### config.mk
export PLATFORM = sky130hd
export DESIGN_NAME = nltp_res_fifo
export DESIGN_NICKNAME = d
export VERILOG_FILES = /design/src/design/nltp_pkg.sv /design/src/design/nltp_res_fifo.sv
export SDC_FILE = /design/constraint.sdc
export NUM_CORES = 1
export LEC_CHECK = 0
export ABC_CLOCK_PERIOD_IN_PS = 13550
export BUFFER_PORTS_ARGS = -buffer_cell sky130_fd_sc_hd__buf_2
export CAP_MARGIN = 20
export CORE_UTILIZATION = 62
export DETAILED_ROUTE_END_ITERATION = 8
export PLACE_DENSITY = 0.91
export SLEW_MARGIN = 20
export SYNTH_ARGS = -nofsm -noshare
export SYNTH_HDL_FRONTEND = slang
export SYNTH_SLANG_ARGS = --single-unit
### constraint.sdc
create_clock -name clk -period 13.55 [get_ports clk]
set_input_delay 2.71 -clock clk [delete_from_list [all_inputs] [get_ports clk]]
set_output_delay 2.71 -clock clk [all_outputs]
set_load 0.01 [all_outputs]
### src/design/nltp_pkg.sv
// ---------------------------------------------------------------------------
// nltp_pkg: shared types and constants for the numeric literal token parser
// Phase encoding, result record, character codes and output shaping helpers.
// ---------------------------------------------------------------------------
package nltp_pkg;

  localparam int WORD_BITS   = 32;
  localparam int BITS_W      = 6;
  localparam int MAX_RESULTS = 2;
  localparam int RES_DEPTH   = 4;
  localparam int RES_AW      = 2;
  localparam int RES_CW      = 3;

  localparam logic [7:0] CH_DIGIT_LO  = 8'h30;
  localparam logic [7:0] CH_DIGIT_HI  = 8'h39;
  localparam logic [7:0] CH_ONE       = 8'h31;
  localparam logic [7:0] CH_DOT       = 8'h2E;
  localparam logic [7:0] CH_COLON     = 8'h3A;
  localparam logic [7:0] CH_LC_X      = 8'h78;
  localparam logic [7:0] CH_UC_X      = 8'h58;
  localparam logic [7:0] CH_LC_B      = 8'h62;
  localparam logic [7:0] CH_UC_B      = 8'h42;
  localparam logic [7:0] CH_LC_A      = 8'h61;
  localparam logic [7:0] CH_LC_F      = 8'h66;
  localparam logic [7:0] CH_UC_A      = 8'h41;
  localparam logic [7:0] CH_UC_F      = 8'h46;
  localparam logic [7:0] CH_CASE_BIT  = 8'h20;
  localparam logic [7:0] HEX_ALPHA_OFS = 8'h57;

  localparam logic [BITS_W-1:0]    BITS_RESET = 6'd8;
  localparam logic [BITS_W-1:0]    BITS_MAX   = BITS_W'(WORD_BITS);
  localparam logic [WORD_BITS-1:0] REP_RESET  = WORD_BITS'(1);

  // field of the token being parsed
  localparam logic [1:0] FLD_VALUE  = 2'd0;
  localparam logic [1:0] FLD_BITS   = 2'd1;
  localparam logic [1:0] FLD_REPEAT = 2'd2;

  typedef enum logic [5:0] {
    SUB_IDLE  = 6'b000001,
    SUB_START = 6'b000010,
    SUB_ZERO  = 6'b000100,
    SUB_DEC   = 6'b001000,
    SUB_HEX   = 6'b010000,
    SUB_BIN   = 6'b100000
  } sub_t;

  typedef enum logic [1:0] {
    KIND_VALUE = 2'd0,
    KIND_CHAR  = 2'd1,
    KIND_ERROR = 2'd2
  } kind_t;

  typedef struct packed {
    sub_t                  sub;
    logic [1:0]            field;
    logic [WORD_BITS-1:0]  acc;
    logic [WORD_BITS-1:0]  tok;
    logic [BITS_W-1:0]     bits;
    logic [WORD_BITS-1:0]  rep;
    logic                  skip;
  } state_t;

  // value is held unmasked; masking and bit order are applied at the output
  typedef struct packed {
    kind_t                 kind;
    logic [WORD_BITS-1:0]  value;
    logic [BITS_W-1:0]     bits;
    logic [WORD_BITS-1:0]  rep;
    logic [7:0]            ch;
    logic                  last;
  } result_t;

  function automatic logic [WORD_BITS-1:0] mask_value(logic [WORD_BITS-1:0] v,
                                                      logic [BITS_W-1:0] n);
    logic [WORD_BITS-1:0] m;
    if (n >= BITS_MAX) begin
      m = '1;
    end else begin
      m = (WORD_BITS'(1) << n[BITS_W-2:0]) - WORD_BITS'(1);
    end
    return v & m;
  endfunction

  // reverse the low n bits of v (v already masked to n bits)
  function automatic logic [WORD_BITS-1:0] reverse_low(logic [WORD_BITS-1:0] v,
                                                       logic [BITS_W-1:0] n);
    logic [WORD_BITS-1:0] r;
    logic [BITS_W-1:0]    sh;
    for (int i = 0; i < WORD_BITS; i++) begin
      r[WORD_BITS-1-i] = v[i];
    end
    sh = BITS_MAX - n;
    return r >> sh[BITS_W-2:0];
  endfunction

endpackage

### src/design/nltp_res_fifo.sv
// ---------------------------------------------------------------------------
// nltp_res_fifo: result queue
// Small register queue taking up to two records per cycle, one out per cycle.
// ---------------------------------------------------------------------------
module nltp_res_fifo (
  input  logic                                clk,
  input  logic                                rst,
  input  logic [1:0]                          push_n,
  input  nltp_pkg::result_t [1:0]             din,
  input  logic                                pop,
  output nltp_pkg::result_t                   head,
  output logic [nltp_pkg::RES_CW-1:0]         count
);
  import nltp_pkg::*;

  result_t            mem [RES_DEPTH];
  logic [RES_AW-1:0]  wr_ptr;
  logic [RES_AW-1:0]  rd_ptr;
  logic [RES_AW-1:0]  wr_ptr_p1;
  logic               do_pop;

  assign wr_ptr_p1 = wr_ptr + RES_AW'(1);
  assign do_pop    = pop && (count != '0);
  assign head      = mem[rd_ptr];

  always_ff @(posedge clk) begin
    if (push_n != 2'd0) mem[wr_ptr] <= din[0];
    if (push_n == 2'd2) mem[wr_ptr_p1] <= din[1];
  end

  always_ff @(posedge clk) begin
    if (rst) begin
      wr_ptr <= '0;
      rd_ptr <= '0;
      count  <= '0;
    end else begin
      wr_ptr <= wr_ptr + RES_AW'(push_n);
      if (do_pop) rd_ptr <= rd_ptr + RES_AW'(1);
      count <= count + RES_CW'(push_n) - RES_CW'(do_pop);
    end
  end

endmodule

* Yosys cells after proc, flatten, opt, wreduce, memory -nomap -nowiden
Memory sizes are Yosys's and may differ from the RTL's. A register that Yosys moved wholly into a read port is not among the register bits.
Cells that the tools add are included.
Widths: inputs -> output; s select.
** Storage, ports and cells
- RAM bits :: 324
- Memories :: 1
- Word-level logic and storage cells :: 19
- Output and inout port bits :: 84
- Bits in registers :: 7
- Input port bits :: 167
** Operators by class
- Add/sub/neg operators :: 5
- Muxes and demuxes :: 6
- Equality and inequality tests :: 1
- Reduce and logical (&&, ||, !) cells :: 3
** Memories
- mem :: depth 4, width 81, read ports 1, clocked after memory_dff 1, wr ports 2, RTL line nltp_res_fifo.sv:16 : result_t mem [RES_DEPTH];
** Operators by type and width (count)
- $add 2x1->2 const B :: 2
- $mux 1 :: 4
- $mux 2 :: 2
- $add 3x2->3 :: 1
- $reduce_bool 3->1 :: 1
- $sub 3x1->3 :: 1
- $add 2x2->2 :: 1
- $eq 2x2->1 const B :: 1
- $reduce_bool 2->1 :: 1
- $logic_and 1x1->1 :: 1

* Depth between registers and ports, before layout
Gate-level depths: netlist (run 1).
- Word-level depth :: 4
- Depth in mapped cells :: 7
- Depth with buffers taken out :: 7

* Worst setup path after synthesis (run 1)
No wires, ideal clock.
- Path kind :: input to register
- Start :: input port push_n[1]
- End :: memory mem[0][0] (netlist name) (enable)
- Required time :: 12.918 ns
- Arrival :: 8.629 ns
- Stages on the path :: 3
- Path buffers :: 1
- Library setup time :: 0.632 ns
- Slack :: 4.289 ns
- Cell sequence :: buf_2 > o21bai_1 > o21ai_0
** RTL lines
- from (decl) :: RTL line nltp_res_fifo.sv:8 : input logic [1:0] push_n,
- to (decl) :: RTL line nltp_res_fifo.sv:16

==> insert_results.sql, run 1 <==
INSERT INTO impl_metrics (metric_group, metric, value, unit) VALUES
('job', 'drv_cap', '0', ''),
('cts', 'cts_setup_buffers', '0', ''),
('drt', 'final_antenna_net_count', '0', ''),
('worst_setup_path', 'critPathLaunchType', 'flip-flop', ''),
('cts', 'postCtsResizedCells', '0', ''),
('worst_setup_path', 'ff2ff_path_depth', '4', ''),
('worst_setup_path', 'rr_endpoint', 'mem[2][75]$_DFFE_PP_', ''),
('global_routing', 'globalRoute.totalOverflow', '0', ''),
('logic_synthesis', 'post_synth.cell_area_avg', '20.65', 'sq um'),
('floorplan', 'chipWidth', '168.4', 'um'),
('drt', 'drt_drc_violations_left', '0', ''),
('floorplan', 'floorplan.die.height', '168.4', 'um'),
('power', 'irDropWorstVdd', '0.1253', 'mV'),
('cts', 'clk_root_buffer_cell', 'sky130_fd_sc_hd__clkbuf_16', ''),
('logic_synthesis', 'synth-seq-area-share', '57.75', '%'),
('cts', 'htree_levels', '2', ''),
('power', 'power.share.switching', '25.92', '%'),
('logic_synthesis', 'yosysUniqueCellTypes', '25', ''),
('timing', 'slew_viol_final', '0', ''),
('drt', 'firstDrtPassIters', '5', ''),
('power', 'combinationalPowerShare', '22.5', '%'),
('placement', 'port_buffers', '250', ''),
('global_routing', 'vias_in_the_first_global_route', '9352', ''),
('floorplan', 'design.die.area', '0.02835', 'sq mm'),
('logic_synthesis', 'synth.ff_latch_count', '333', ''),
('power', 'power.total', '2.956', 'mW'),
('cts', 'clock_path_buffers', '3', ''),
('floorplan', 'start_util', '63.49', '%'),
('power', 'power.clock.fraction', '32.3', '%'),
('power', 'p_per_area', '150.5', 'mW/mm^2'),
('timing', 'final_hold_violations', '0', ''),
('floorplan', 'design.core.area', '0.02703', 'sq mm'),
('floorplan', 'num_io_pins', '251', ''),
('worst_setup_path', 'worstPathArrival', '3.07', 'ns'),
('worst_setup_path', 'ws_path_type', 'reg -> out', ''),
('timing', 'fmax', '173.2', 'MHz'),
('cts', 'cts_num_sinks', '333', ''),
('cts', 'ctsHoldBuffers', '0', ''),
('run_status', 'status', 'complete, no violations', ''),
('drt', 'routedWlPerCell', '24.57', 'um'),
('cts', 'clkSlewWorstSetupHoldPaths', '0.06', 'ns'),
('worst_setup_path', 'ff2ff_setup_slack', '10.14', 'ns'),
('logic_synthesis', 'mappedNetlistNets', '1003', ''),
('placement', 'hpwl', '21380', 'um'),
('logic_synthesis', 'synthCells', '831', ''),
('finish', 'fin_util', '72.66', '%'),
('timing', 'setup_violations', '0', ''),
('power', 'switching_pwr', '0.7660', 'mW'),
('min_path', 'hold_path_depth', '2', ''),
('timing', 'timing.final.crit_share', '42.62', '%'),
('drt', 'route.vias.total', '8778', ''),
('cts', 'cts_buffers', '35', ''),
('worst_setup_path', 'crit_fanout', '48', ''),
('global_routing', 'pin_count_of_the_biggest_net_entering_global_routing', '74', ''),
('worst_setup_path', 'end_kind', 'output pin', ''),
('global_routing', 'groute.usage.overall', '25.38', '%'),
('cts', 'clock_tree_from_tritoncts', 'yes', ''),
('cts', 'clk_latency', '0.51', 'ns'),
('drt', 'drt_first_iter_violations', '764', ''),
('placement', 'place_congestion', '0.7676', ''),
('timing', 'relSlewSlack', '27.71', '%'),
('drt', 'routed_wirelength', '35700', 'um'),
('power', 'cellLeakagePower', '7.366', 'nW'),
('worst_setup_path', 'critical_path_required', '10.84', 'ns'),
('finish', 'proportion_of_layout_cells_with_a_drive_suffix_above_1', '59.26', '%'),
('power', 'seqPwrFrac', '45.2', '%'),
('drt', 'via_density', '6.041', ''),
('logic_synthesis', 'synth.cell_area', '0.01716', 'sq mm'),
('timing', 'post-route-min-period', '5.775', 'ns'),
('timing', 'worst_pin_slew', '1.084', 'ns'),
('logic_synthesis', 'synthesis.yosys.warnings', '0', ''),
('global_routing', 'antenna_found_initial', '13', ''),
('min_path', 'hold_class', 'reg -> reg', ''),
('min_path', 'min_from', 'rd_ptr[1]$_SDFFE_PP0P_', ''),
('global_routing', 'grt_pass1_wl', '54030', 'um'),
('floorplan', 'floorplan_row_count', '60', ''),
('timing', 'timing.clock.skew', '0.009982', 'ns'),
('power', 'internal-power', '2.190', 'mW'),
('worst_setup_path', 'r2r_start', 'wr_ptr[1]$_SDFF_PP0_', ''),
('finish', 'syn_to_final_growth', '14.44', '%'),
('finish', 'num-nets-final', '1249', ''),
('timing', 'setup_tns', '0', 'ns'),
('timing', 'setup_repair_after_global_routing_missed_its_margin', 'no', '');
-- how the worst max path moves through the flow --
| stage | endpoint | cells after the start | startpoint |
|---|---|---|---|
| after CTS | head[55] | 3 | flip-flop |
| after global placement | mem[2][75]$_DFFE_PP_ | 5 | push_n[0] |
| after global routing | head[55] | 3 | flip-flop |
| after floorplan | mem[0][0]$_DFFE_PP_ | 3 | push_n[1] |
| after detailed placement | mem[2][75]$_DFFE_PP_ | 5 | push_n[0] |
| final | head[55] | 3 | flip-flop |
-- cells by family after synthesis --
| group | count (synthesis) | share of synthesized area, % |
|---|---|---|
| flops | 333 | 57.75 |
| fa+ha+maj | 5 | 0.4084 |
| simple gates | 15 | 0.5979 |
| xor+xnor | 2 | 0.2625 |
| compound gates | 5 | 0.2187 |
| buf+inv | 62 | 3.383 |
| mux | 409 | 37.38 |
-- synthesized netlist by cell type (all sizes together) --
cell type	number	share of area (%)
nor4b	1	0.087
ha	4	0.29
o21ai	1	0.029
fa	1	0.12
inv	7	0.15
o311ai	1	0.051
clkbuf	1	0.029
xnor3	2	0.26
nor2b	5	0.18
and4bb	2	0.15
nor2	6	0.13
nand4b	1	0.051
dfxtp	9	1.1
edfxtp	324	57
o21bai	2	0.087
buf	54	3.2
mux4	81	11
mux2	327	27
o31a	1	0.051
mux2i	1	0.058
-- layout by cell type, fill, tap and decap left out, types with 2 or more instances in the layout --
cell / instances
sky130_fd_sc_hd__mux4_2: 81
sky130_fd_sc_hd__clkbuf_16: 37
sky130_fd_sc_hd__diode_2: 10
sky130_fd_sc_hd__nor2_1: 4
sky130_fd_sc_hd__nor2b_1: 5
sky130_fd_sc_hd__clkinv_1: 10
sky130_fd_sc_hd__inv_1: 7
sky130_fd_sc_hd__xnor3_1: 2
sky130_fd_sc_hd__ha_1: 4
sky130_fd_sc_hd__mux2_1: 79
sky130_fd_sc_hd__edfxtp_1: 324
sky130_fd_sc_hd__buf_2: 250
sky130_fd_sc_hd__mux2_2: 9
sky130_fd_sc_hd__bufinv_16: 4
sky130_fd_sc_hd__and4bb_4: 2
sky130_fd_sc_hd__dfxtp_4: 2
sky130_fd_sc_hd__dfxtp_1: 7
sky130_fd_sc_hd__clkinv_2: 8
sky130_fd_sc_hd__mux2_4: 239
sky130_fd_sc_hd__clkinvlp_4: 2
sky130_fd_sc_hd__buf_4: 13
sky130_fd_sc_hd__nor2_4: 2
-- registers in the layout, summed over array words and instances, names as in the netlist, named ones only --
register / cells
wr_ptr: 2
count: 3
mem: 324
rd_ptr: 2
-- worst max-delay path, cell delays in order (launching register included) --
cell and delay (ns):
sky130_fd_sc_hd__dfxtp_4 1.00, sky130_fd_sc_hd__buf_4 0.72, sky130_fd_sc_hd__mux4_2 0.62, sky130_fd_sc_hd__buf_2 0.16
-- cell type report --
type,instances,area [sq um]
Sequential cell,333,9917
Clock inverter,24,212.7
Timing Repair Buffer,264,1376
Tap cell,341,426.7
Inverter,7,26.28
Antenna cell,10,25.02
Clock buffer,38,929.6
Fill cell,1639,7390
Multi-Input combinational cell,436,6723
-- routing by layer --
layer | wire length (um) | global-route usage, % | part of all wire [%]
met3 | 2346 | 5.454 | 6.6
met4 | 858 | 9.328 | 2.4
met5 | 32 | 0 | 0.090
met1 | 14160 | 32.39 | 40
met2 | 18300 | 42.97 | 51
-- power groups by stage --
stage / sequential, mW / clock [mW] / combinational [mW]
after floorplan: 1.32 / 0 / 0.482
after global placement: 1.35 / 0 / 0.651
after detailed placement: 1.36 / 0 / 0.664
after CTS: 1.34 / 0.962 / 0.670
after global routing: 1.35 / 1.00 / 0.706
final: 1.34 / 0.954 / 0.666
-- stage by stage --
stage	setup slack (ns)	cell area [sq um]	hold WS, ns	instances
2_1_floorplan	4.289	17160	0.5383	831
3_3_place_gp	7.796	18440	0.5465	1380
3_5_place_dp	7.751	18440	0.5626	1380
4_1_cts	7.660	19580	0.5761	1442
5_1_grt	7.511	19630	0.5993	1450
6_report	7.775	19640	0.5744	1453
Note: power is estimated with default switching activity, not from simulation.
==> run 2: changes to the inputs <==
- ABC_AREA: unset -> 1
- ABC_CLOCK_PERIOD_IN_PS: 13550 -> 5900
- CORE_UTILIZATION: 62 -> 57
- PLACE_DENSITY: 0.91 -> 0.85
- clock period: 13.55 -> 5.9 ns (I/O delays scaled with it)
==> run 2 against run 1 <==
Against the previous run: combinational power is 140% higher; synthesized cell count is 99% higher; clock power is 120% higher; final cell count is 54% higher; worst hold slack worse by 0.058 ns; setup slack worse by 5.9 ns; register-to-register slack worse by 7.1 ns; via count is 50% higher; sequential share of layout area is 3.5 points higher; critical path type unchanged; critical endpoint is now head[79]; largest cell class unchanged.
==> insert_results.sql, run 2 <==
INSERT INTO impl_metrics (metric_group, metric, value, unit) VALUES
('cts', 'cts_num_sinks', '333', ''),
('finish', 'largest_registers', 'mem (324), count (3)', ''),
('timing', 'setup_repair_after_global_routing_missed_its_margin', 'no', ''),
('timing', 'post-route-min-period', '4.005', 'ns'),
('finish', 'max_flop_register', 'mem', ''),
('global_routing', 'antenna_found_initial', '7', ''),
('cts', 'clock_path_buffers', '3', ''),
('power', 'cellLeakagePower', '7.641', 'nW'),
('worst_setup_path', 'end_kind', 'output pin', ''),
('logic_synthesis', 'synth_top_cell_area_share', '60.55', '%'),
('cts', 'htree_levels', '2', ''),
('timing', 'timing.hold.ws', '0.5159', 'ns'),
('finish', 'proportion_of_layout_cells_with_a_drive_suffix_above_1', '17.82', '%'),
('placement', 'hpwl', '24150', 'um'),
('logic_synthesis', 'synthCells', '1653', ''),
('min_path', 'hold_class', 'reg -> reg', ''),
('logic_synthesis', 'most_frequent_cells_after_synthesis', 'sky130_fd_sc_hd__nand2_1, sky130_fd_sc_hd__edfxtp_1, sky130_fd_sc_hd__o21ai_0', ''),
('finish', 'fin_util', '66.14', '%'),
('global_routing', 'vias_in_the_first_global_route', '12695', ''),
('global_routing', 'globalRoute.totalOverflow', '0', ''),
('global_routing', 'grt_pass1_wl', '64090', 'um'),
('finish', 'mostFrequentLayoutCell', 'sky130_fd_sc_hd__nand2_1', ''),
('drt', 'final_antenna_net_count', '0', ''),
('drt', 'drt_first_iter_violations', '1321', ''),
('drt', 'route.vias.total', '13152', ''),
('logic_synthesis', 'synthesis.yosys.warnings', '0', ''),
('floorplan', 'start_util', '57.84', '%'),
('worst_setup_path', 'crit_fanout', '124', ''),
('finish', 'largest_register_ff_count', '324', ''),
('floorplan', 'design.core.area', '0.02778', 'sq mm'),
('global_routing', 'groute.usage.overall', '28.48', '%'),
('logic_synthesis', 'post_synth.cell_area_avg', '9.720', 'sq um'),
('logic_synthesis', 'synth_enable_flop_cells', '324', ''),
('logic_synthesis', 'synth.ff_latch_count', '333', ''),
('cts', 'clk_latency', '0.51', 'ns'),
('timing', 'relSlewSlack', '28.79', '%'),
('cts', 'clock_tree_from_tritoncts', 'yes', ''),
('global_routing', 'pin_count_of_the_biggest_net_entering_global_routing', '125', ''),
('finish', 'syn_to_final_growth', '14.36', '%'),
('placement', 'port_buffers', '250', ''),
('worst_setup_path', 'ff2ff_path_depth', '4', ''),
('logic_synthesis', 'mappedNetlistNets', '1825', ''),
('logic_synthesis', 'synthArstFlopShare', '0', '%'),
('worst_setup_path', 'worstPathArrival', '2.82', 'ns'),
('logic_synthesis', 'ys.flop_type', 'sky130_fd_sc_hd__edfxtp_1', ''),
('job', 'drv_cap', '0', ''),
('drt', 'firstDrtPassIters', '7', ''),
('floorplan', 'chipWidth', '169.9', 'um'),
('drt', 'routedWlPerCell', '18.58', 'um'),
('logic_synthesis', 'synth-seq-area-share', '61.67', '%'),
('drt', 'drt_drc_violations_left', '0', ''),
('logic_synthesis', 'yosys-top-cells-area', 'sky130_fd_sc_hd__edfxtp_1, sky130_fd_sc_hd__o21ai_0, sky130_fd_sc_hd__nand2_1, sky130_fd_sc_hd__o21ai_1, sky130_fd_sc_hd__nor2_1', ''),
('worst_setup_path', 'ws_path_type', 'reg -> out', ''),
('timing', 'setup_tns', '0', 'ns'),
('floorplan', 'floorplan_row_count', '61', ''),
('drt', 'via_density', '5.869', ''),
('logic_synthesis', 'synth_top_area_cell', 'sky130_fd_sc_hd__edfxtp_1', ''),
('min_path', 'hold_path_depth', '2', ''),
('timing', 'timing.clock.skew', '0.01466', 'ns'),
('floorplan', 'design.die.area', '0.02886', 'sq mm'),
('finish', 'final_cell_mix', 'sky130_fd_sc_hd__nand2_1, sky130_fd_sc_hd__edfxtp_1, sky130_fd_sc_hd__o21ai_0, sky130_fd_sc_hd__buf_2, sky130_fd_sc_hd__o21ai_1', ''),
('cts', 'cts_buffers', '35', ''),
('timing', 'slew_viol_final', '0', ''),
('logic_synthesis', 'synth.cell_area', '0.01607', 'sq mm'),
('cts', 'cts_setup_buffers', '0', ''),
('logic_synthesis', 'synthMostInstantiatedCell', 'sky130_fd_sc_hd__nand2_1', ''),
('power', 'p_per_area', '363.7', 'mW/mm^2'),
('timing', 'fmax', '249.7', 'MHz'),
('placement', 'place_congestion', '0.8373', ''),
('drt', 'routed_wirelength', '41630', 'um'),
('cts', 'postCtsResizedCells', '0', ''),
('cts', 'clk_root_buffer_cell', 'sky130_fd_sc_hd__clkbuf_16', ''),
('timing', 'worst_pin_slew', '1.068', 'ns'),
('floorplan', 'num_io_pins', '251', ''),
('timing', 'setup_violations', '0', ''),
('finish', 'num-nets-final', '2006', ''),
('floorplan', 'floorplan.die.height', '169.9', 'um'),
('timing', 'timing.final.crit_share', '67.88', '%'),
('worst_setup_path', 'critPathLaunchType', 'flip-flop', ''),
('cts', 'clkSlewWorstSetupHoldPaths', '0.05', 'ns'),
('timing', 'final_hold_violations', '0', ''),
('cts', 'ctsHoldBuffers', '0', ''),
('worst_setup_path', 'critical_path_required', '4.72', 'ns'),
('logic_synthesis', 'yosysUniqueCellTypes', '29', ''),
('run_status', 'status', 'complete, no violations', ''),
('power', 'irDropWorstVdd', '0.2601', 'mV');
-- run 2: metal layers --
layer	track usage (%)	vias to the layer above	part of all wire, %
met2	48.82	678	50
li1	-	6168	-
met3	4.977	113	9.2
met5	0	-	0.050
met1	35.42	6189	37
met4	12.61	4	3.6
-- run 2: logic make-up after synthesis --
| logic type | Yosys count | synth area share [%] |
|---|---|---|
| buffers and inverters | 218 | 6.619 |
| adder cells (fa/ha/maj) | 5 | 0.4361 |
| flip-flops | 333 | 61.67 |
| AO/OA/AOI/OAI | 573 | 18.60 |
| AND/OR/NAND/NOR | 524 | 12.67 |
-- run 2: where the power goes --
part	switching, mW	internal [mW]	leakage (nW)
Combinational	1.10	0.514	4.00
Clock	0.880	1.23	0.522
Sequential	0.0853	2.87	3.12
Total	2.07	4.62	7.64
-- run 2: final timing paths --
path | startpoint | slack (ns) | end
hold / removal | rd_ptr[0]$_SDFFE_PP0P_ | 0.52 | flip-flop
setup reg to reg | wr_ptr[0]$_SDFF_PP0_ | 3.05 | mem[1][22]$_DFFE_PP_
hold reg to reg | rd_ptr[0]$_SDFFE_PP0P_ | 0.52 | flip-flop
setup / recovery | flip-flop | 1.90 | head[79]
-- run 2: area by class of cell --
class / count / area, sq um
antenna: 6 / 15.01
clock buffer: 45 / 955.9
clock inverter: 15 / 117.6
fill: 2116 / 9407
inverter: 98 / 372.9
multi-input combinational: 1102 / 5154
sequential: 333 / 9915
tap: 378 / 473.0
timing repair buffer: 264 / 1373
-- run 2: stage by stage --
step                      power [mW]  worst slack (ns)  std cells  cell area (sq um)
after CTS                      6.676             1.688       2235              18340
after global routing           6.948             1.761       2238              18370
final                          6.683             1.895       2241              18380
after global placement         4.533             2.033       2175              17260
after detailed placement       4.603             1.965       2175              17260
after floorplan                3.991            0.6256       1653              16070
-- run 2: critical path, stage by stage (launching register included) --
cell,delay [ns]
sky130_fd_sc_hd__dfxtp_4,0.48
sky130_fd_sc_hd__inv_6,0.70
sky130_fd_sc_hd__buf_4,0.50
sky130_fd_sc_hd__o21ai_0,0.13
sky130_fd_sc_hd__o22ai_1,0.27
sky130_fd_sc_hd__buf_2,0.20
